### src/rtl/prl_pkg.sv
package prl_pkg;

	typedef struct packed {
		logic               kind;
		logic [7:0]         slot;
		logic               entry_valid;
		logic signed [31:0] start_x;
		logic signed [31:0] start_y;
		logic signed [31:0] end_x;
		logic signed [31:0] end_y;
		logic signed [15:0] upward_sector;
		logic signed [15:0] downward_sector;
		logic signed [31:0] point_x;
		logic signed [31:0] point_y;
	} req_t;

	typedef struct packed {
		logic               found;
		logic signed [15:0] sector;
	} rsp_t;

	// one table entry
	typedef struct packed {
		logic [31:0] sx;
		logic [31:0] sy;
		logic [31:0] ex;
		logic [31:0] ey;
		logic [15:0] up;
		logic [15:0] dn;
	} ent_t;

	// command to the shared shift/add unit
	typedef struct packed {
		logic start;
		logic mul;
	} alu_cmd_t;

	localparam int OPB_W  = 33;
	localparam int ACC_W  = 35;
	localparam int PROD_W = 66;
	localparam int THR_W  = 17;

	localparam logic [THR_W-1:0] THR_RESET = 17'd1;
	localparam logic [15:0]      NO_SECTOR = 16'hFFFF;
	localparam logic [31:0]      DIST_MAX  = 32'h7FFF_FFFF;
	localparam logic             KIND_WRITE = 1'b0;
	localparam logic [2:0]       ADDR_FLAT  = 3'd0;

endpackage

### src/rtl/prl_alu.sv
module prl_alu #(
	parameter int NW = 49
) (
	input  logic                clk,
	input  logic                arst_n,
	input  prl_pkg::alu_cmd_t   cmd,
	input  logic [NW-1:0]       opa,
	input  logic [prl_pkg::OPB_W-1:0] opb,
	output logic                done,
	output logic [((NW > prl_pkg::PROD_W) ? NW : prl_pkg::PROD_W)-1:0] result
);

	localparam int RW = (NW > prl_pkg::PROD_W) ? NW : prl_pkg::PROD_W;
	localparam int CW = $clog2(RW);
	localparam int BW = prl_pkg::OPB_W;
	localparam int AW = prl_pkg::ACC_W;

	logic          busy_q, mul_q;
	logic [CW-1:0] cnt_q;
	logic [BW:0]   rem_q;
	logic [RW-1:0] sh_q;
	logic [BW-1:0] opb_q;

	logic [CW-1:0] last;
	logic [AW-1:0] add_a, add_b, sum;
	logic          sub, ge;

	assign last = mul_q ? CW'(BW - 1) : CW'(NW - 1);
	assign done = busy_q && (cnt_q == last);

	// one adder serves both the restoring divide and the shift-add multiply
	always_comb begin
		if (mul_q) begin
			add_a = AW'(rem_q[BW-1:0]);
			add_b = sh_q[0] ? AW'(opb_q) : '0;
			sub   = 1'b0;
		end else begin
			add_a = AW'({rem_q[BW-1:0], sh_q[NW-1]});
			add_b = AW'(opb_q);
			sub   = 1'b1;
		end
		sum = add_a + (sub ? ~add_b : add_b) + AW'(sub);
		ge  = !sum[AW-1];
	end

	assign result = mul_q ? RW'({rem_q[BW-1:0], sh_q[BW-1:0]}) : RW'(sh_q[NW-1:0]);

	always_ff @(posedge clk or negedge arst_n) begin
		if (!arst_n) begin
			busy_q <= 1'b0;
			mul_q  <= 1'b0;
			cnt_q  <= '0;
		end else if (cmd.start) begin
			busy_q <= 1'b1;
			mul_q  <= cmd.mul;
			cnt_q  <= '0;
		end else if (busy_q) begin
			cnt_q <= cnt_q + CW'(1);
			if (done)
				busy_q <= 1'b0;
		end
	end

	always_ff @(posedge clk) begin
		if (cmd.start) begin
			rem_q <= '0;
			sh_q  <= RW'(opa);
			opb_q <= opb;
		end else if (busy_q) begin
			if (mul_q) begin
				rem_q <= {1'b0, sum[BW:1]};
				sh_q  <= {sh_q[RW-1:BW], sum[0], sh_q[BW-1:1]};
			end else begin
				rem_q <= ge ? sum[BW:0] : add_a[BW:0];
				sh_q  <= {sh_q[RW-2:0], ge};
			end
		end
	end

endmodule

### config.mk
export PLATFORM = sky130hd
export DESIGN_NAME = prl_alu
export DESIGN_NICKNAME = d
export VERILOG_FILES = /design/src/rtl/prl_pkg.sv /design/src/rtl/prl_alu.sv
export SDC_FILE = /design/constraint.sdc
export NUM_CORES = 1
export LEC_CHECK = 0
export BUFFER_PORTS_ARGS = -buffer_cell sky130_fd_sc_hd__clkbuf_2
export CORE_MARGIN = 10
export CORE_UTILIZATION = 61
export DETAILED_ROUTE_END_ITERATION = 16
export PLACE_DENSITY_LB_ADDON = 0.2
export RECOVER_POWER = 50
export SLEW_MARGIN = 25
export SYNTH_ARGS = -nofsm -noshare
export SYNTH_HDL_FRONTEND = slang
export SYNTH_SLANG_ARGS = --single-unit
### constraint.sdc
create_clock -name clk -period 12.8 [get_ports clk]
set_clock_uncertainty 0.1 [all_clocks]
set_input_delay 0.64 -clock clk [delete_from_list [all_inputs] [get_ports clk]]
set_output_delay 0.64 -clock clk [all_outputs]
set_load 0.02 [all_outputs]
==> impl_results.md <==
- Post-DRT Antenna Nets: 0
- ANT cells: 0
- Vias/cell: 6.014
- Delay-heaviest family, CP: buffers and inverters
- Core area: roughly 14000 um^2
- Initial antenna violation count: 0
- Worst setup path category: input pin to register
- IO buf count: approximately 150
- Flip-flop and latch count after synthesis: around 120
- Slew Limit Fails: roughly 160
- Setup repair bufs after CTS: 0
- Setup-failing EPs final: 0
- Mapped Avg Cell Area: slightly below 9 um^2
- Area of the mapped netlist: 8509 um^2
- Synth Net Count: 1099
- Sequential area share after synthesis: between 30% and 40%
- Synth area leader: edfxtp_1
- Total power: about 1600 uW
- Post-synthesis cell count: about 980
- Post-DP HPWL: between 15000 and 20000 um
- Dpl cells: around 1200
- Pwr per Cell Area: ~160 nW/um^2
- Nets: approximately 1200
- Count leader, synth: nand2_1
- Number of global-route vias before repair: ~7400
- Chip width: 138.1 um
- Post-synth top cells: 187 x nand2_1, 127 x o21ai_0, 82 x edfxtp_1
- Synth top area cells: edfxtp_1 29%, nand2_1 8.2%, dfxtp_1 7.8%
- Worst Reg2Reg Path Length in Cells: 13
- Post-synth top area share: 28.94%
- CP most frequent cell: clkbuf_1
- Worst VDD drop: between 0.1 and 0.15 mV
- CP bufs+invs: 2
- Failing checks: capacitance limit, slew limit
- Max Cap Viol: 2
- Row Count: 43
- I/O Pins: around 150
- Max Fanout on Critical Path: 119
- Leakage power: 0.004245 uW
- R2r endpoint: rem_q[3]
- Min-Delay Startpoint: opb[23]
- Number of buffers created by CTS: 17
- Worst Hold End: opb_q[23]
- Die Ht: 138.1 um
- Cts hold-fix bufs: 1
- CTS root buffer: clkbuf_16
- Skew-Pair Late Insertion Delay: 0.43 ns
- Cells resized by post-CTS repair: 0
- RSZ-0062 raised after global routing: false
- Share of flip-flops with an asynchronous set or reset: under 10%
- Grt met1 use: 28.68%
- Worst slew pin tran: 4.256 ns
- Dpl ws: 7.736 ns
- Smallest setup slack after layout: around 6.7 ns
- WHS Path Cells: 1
- Crit path cell chain: clkbuf_1, clkbuf_1, o21ai_0
- Reg clk slew, reported paths: around 0.060 ns
- Final period utilization: 47.46%
- GR Layer Usage met3: about 6.1%
- Met2 Resource Use GR: between 30% and 40%
- Total GRT Usage: 23.39%
- Grt ovf: 0
- DR DRC count: 0
- Max Freq: between 150 and 200 MHz
- Number of synthesized flops with an enable pin: 82
- R2R Path Start: mul_q
- CTS tree: built
- CP required: ~13 ns
- Synth cell types: 73
- Largest net degree at the start of global routing: between 100 and 150
- Worst slew margin: -183.7%
- Setup TNS Final: 0 ns
- DR vias: around 7600
- Detailed-route wire length per cell: between 15 and 20 um
- Worst Path Arrival: 5.97 ns
- Share of cells above drive strength 1: 16.40%
- Crit-path max cell delay: 3.07 ns
- Outcome: finished, violations left
- Starting Density: a little over 60%
- DR iter-0 viols: about 730
- 1st-pass router iterations: 5
- Clk buf depth: 2
- Layout area overhead: 13.06%
- Clock sinks: around 120
- Synth warn: 0
- Hold WC Path Type: input pin to register
- Final Hold Viols: 0
- Top_reg_cell synth: edfxtp_1
- Detailed-route wire length: approximately 23000 um
- Final std cells w/o fill: around 1300
- Final critical-path required period: roughly 6 ns
- Max H-tree Level: 4
- Gpl congestion: between 1 and 1.5
- Most Crowded Layer GR: met2
- Wire length of the first global-routing pass: 37310 um
- Die area: approximately 19000 um^2
- Crit path capture type: register
- R2R setup slack: approximately 7.7 ns
- Critical path startpoint category: input pin
- Worst path slowest cell: clkbuf_1
[per-layer routing]
layer / wire length (um) / part of all wire (%)
met3: 1626 / 7.1
met4: 504 / 2.2
met2: 11170 / 48
met1: 9740 / 42
met5: 0 / 0
[worst register-to-register path, delay by kind of cell (launching register included)]
kind                       cells  cell delay [ns]
buffers and inverters          2             1.15
muxes                          1             0.21
and+or+nand+nor                2             0.16
AOI/OAI and AO/OA              7             1.80
adders and majority gates      1             0.51
DFF                            1             0.93
[final cells by class]
type                            count  area [um^2]
Sequential cell                   124         3352
Inverter                           29        108.9
Multi-Input combinational cell    732         4562
Timing Repair Buffer              162        789.5
Fill cell                        1188         4153
Clock inverter                     11        132.6
Clock buffer                       21        450.4
Tap cell                          180        225.2
[kinds of logic after synthesis]
group / Yosys count / synth area share (%)
AND/OR/NAND/NOR: 314 / 16.37
AO/OA/AOI/OAI: 305 / 23.28
flip-flops: 124 / 39.35
buffers and inverters: 122 / 7.072
multiplexers: 43 / 5.102
XOR/XNOR: 35 / 3.602
adder cells (fa/ha/maj): 35 / 5.235
[worst max path at each step]
stage	start	end	slack [ns]	cells after the start
3_3_place_gp	mul_q	rem_q[6]	7.87	12
4_1_cts	mul_q	rem_q[6]	7.71	12
6_report	cmd[1]	sh_q[47]	6.72	3
5_1_grt	cmd[1]	sh_q[47]	6.02	3
2_1_floorplan	mul_q	rem_q[25]	8.78	16
3_5_place_dp	mul_q	rem_q[6]	7.74	12
[where the power goes]
part	switching (uW)	leakage (uW)	internal (uW)	total (uW)
Combinational	334	0.00271	211	544
Sequential	50.3	0.00125	486	536
Clock	186	0.000284	294	481
[state kept, by name, summed over array words and instances, names as in the netlist]
register / count
busy_q: 1
cnt_q: 7
mul_q: 1
opb_q: 33
rem_q: 33
sh_q: 49
[cells in the final DEF (no fill, tap or decap), types with 17 or more instances in the layout]
| cell type | Yosys | layout |
|---|---|---|
| nand2_1 | 187 | 187 |
| o21ai_0 | 127 | 126 |
| clkbuf_2 | 0 | 116 |
| edfxtp_1 | 82 | 82 |
| nor2_1 | 48 | 47 |
| a21oi_1 | 44 | 44 |
| mux2i_1 | 40 | 40 |
| clkbuf_1 | 43 | 40 |
| ha_1 | 34 | 34 |
| dfxtp_1 | 33 | 33 |
| a21o_1 | 31 | 31 |
| inv_1 | 29 | 28 |
| and2_1 | 21 | 21 |
| xnor2_1 | 19 | 19 |
| clkbuf_16 | 0 | 17 |
[through the flow]
step,hold slack [ns],area (um^2),util [%]
2_1_floorplan,0.2444,8509,-
3_3_place_gp,0.3898,9076,65.90
3_5_place_dp,0.3888,9076,65.90
4_1_cts,0.2693,9669,70.20
5_1_grt,0.2666,9620,69.85
6_report,0.2771,9620,69.85
Note: power is estimated with default switching activity, not from simulation.
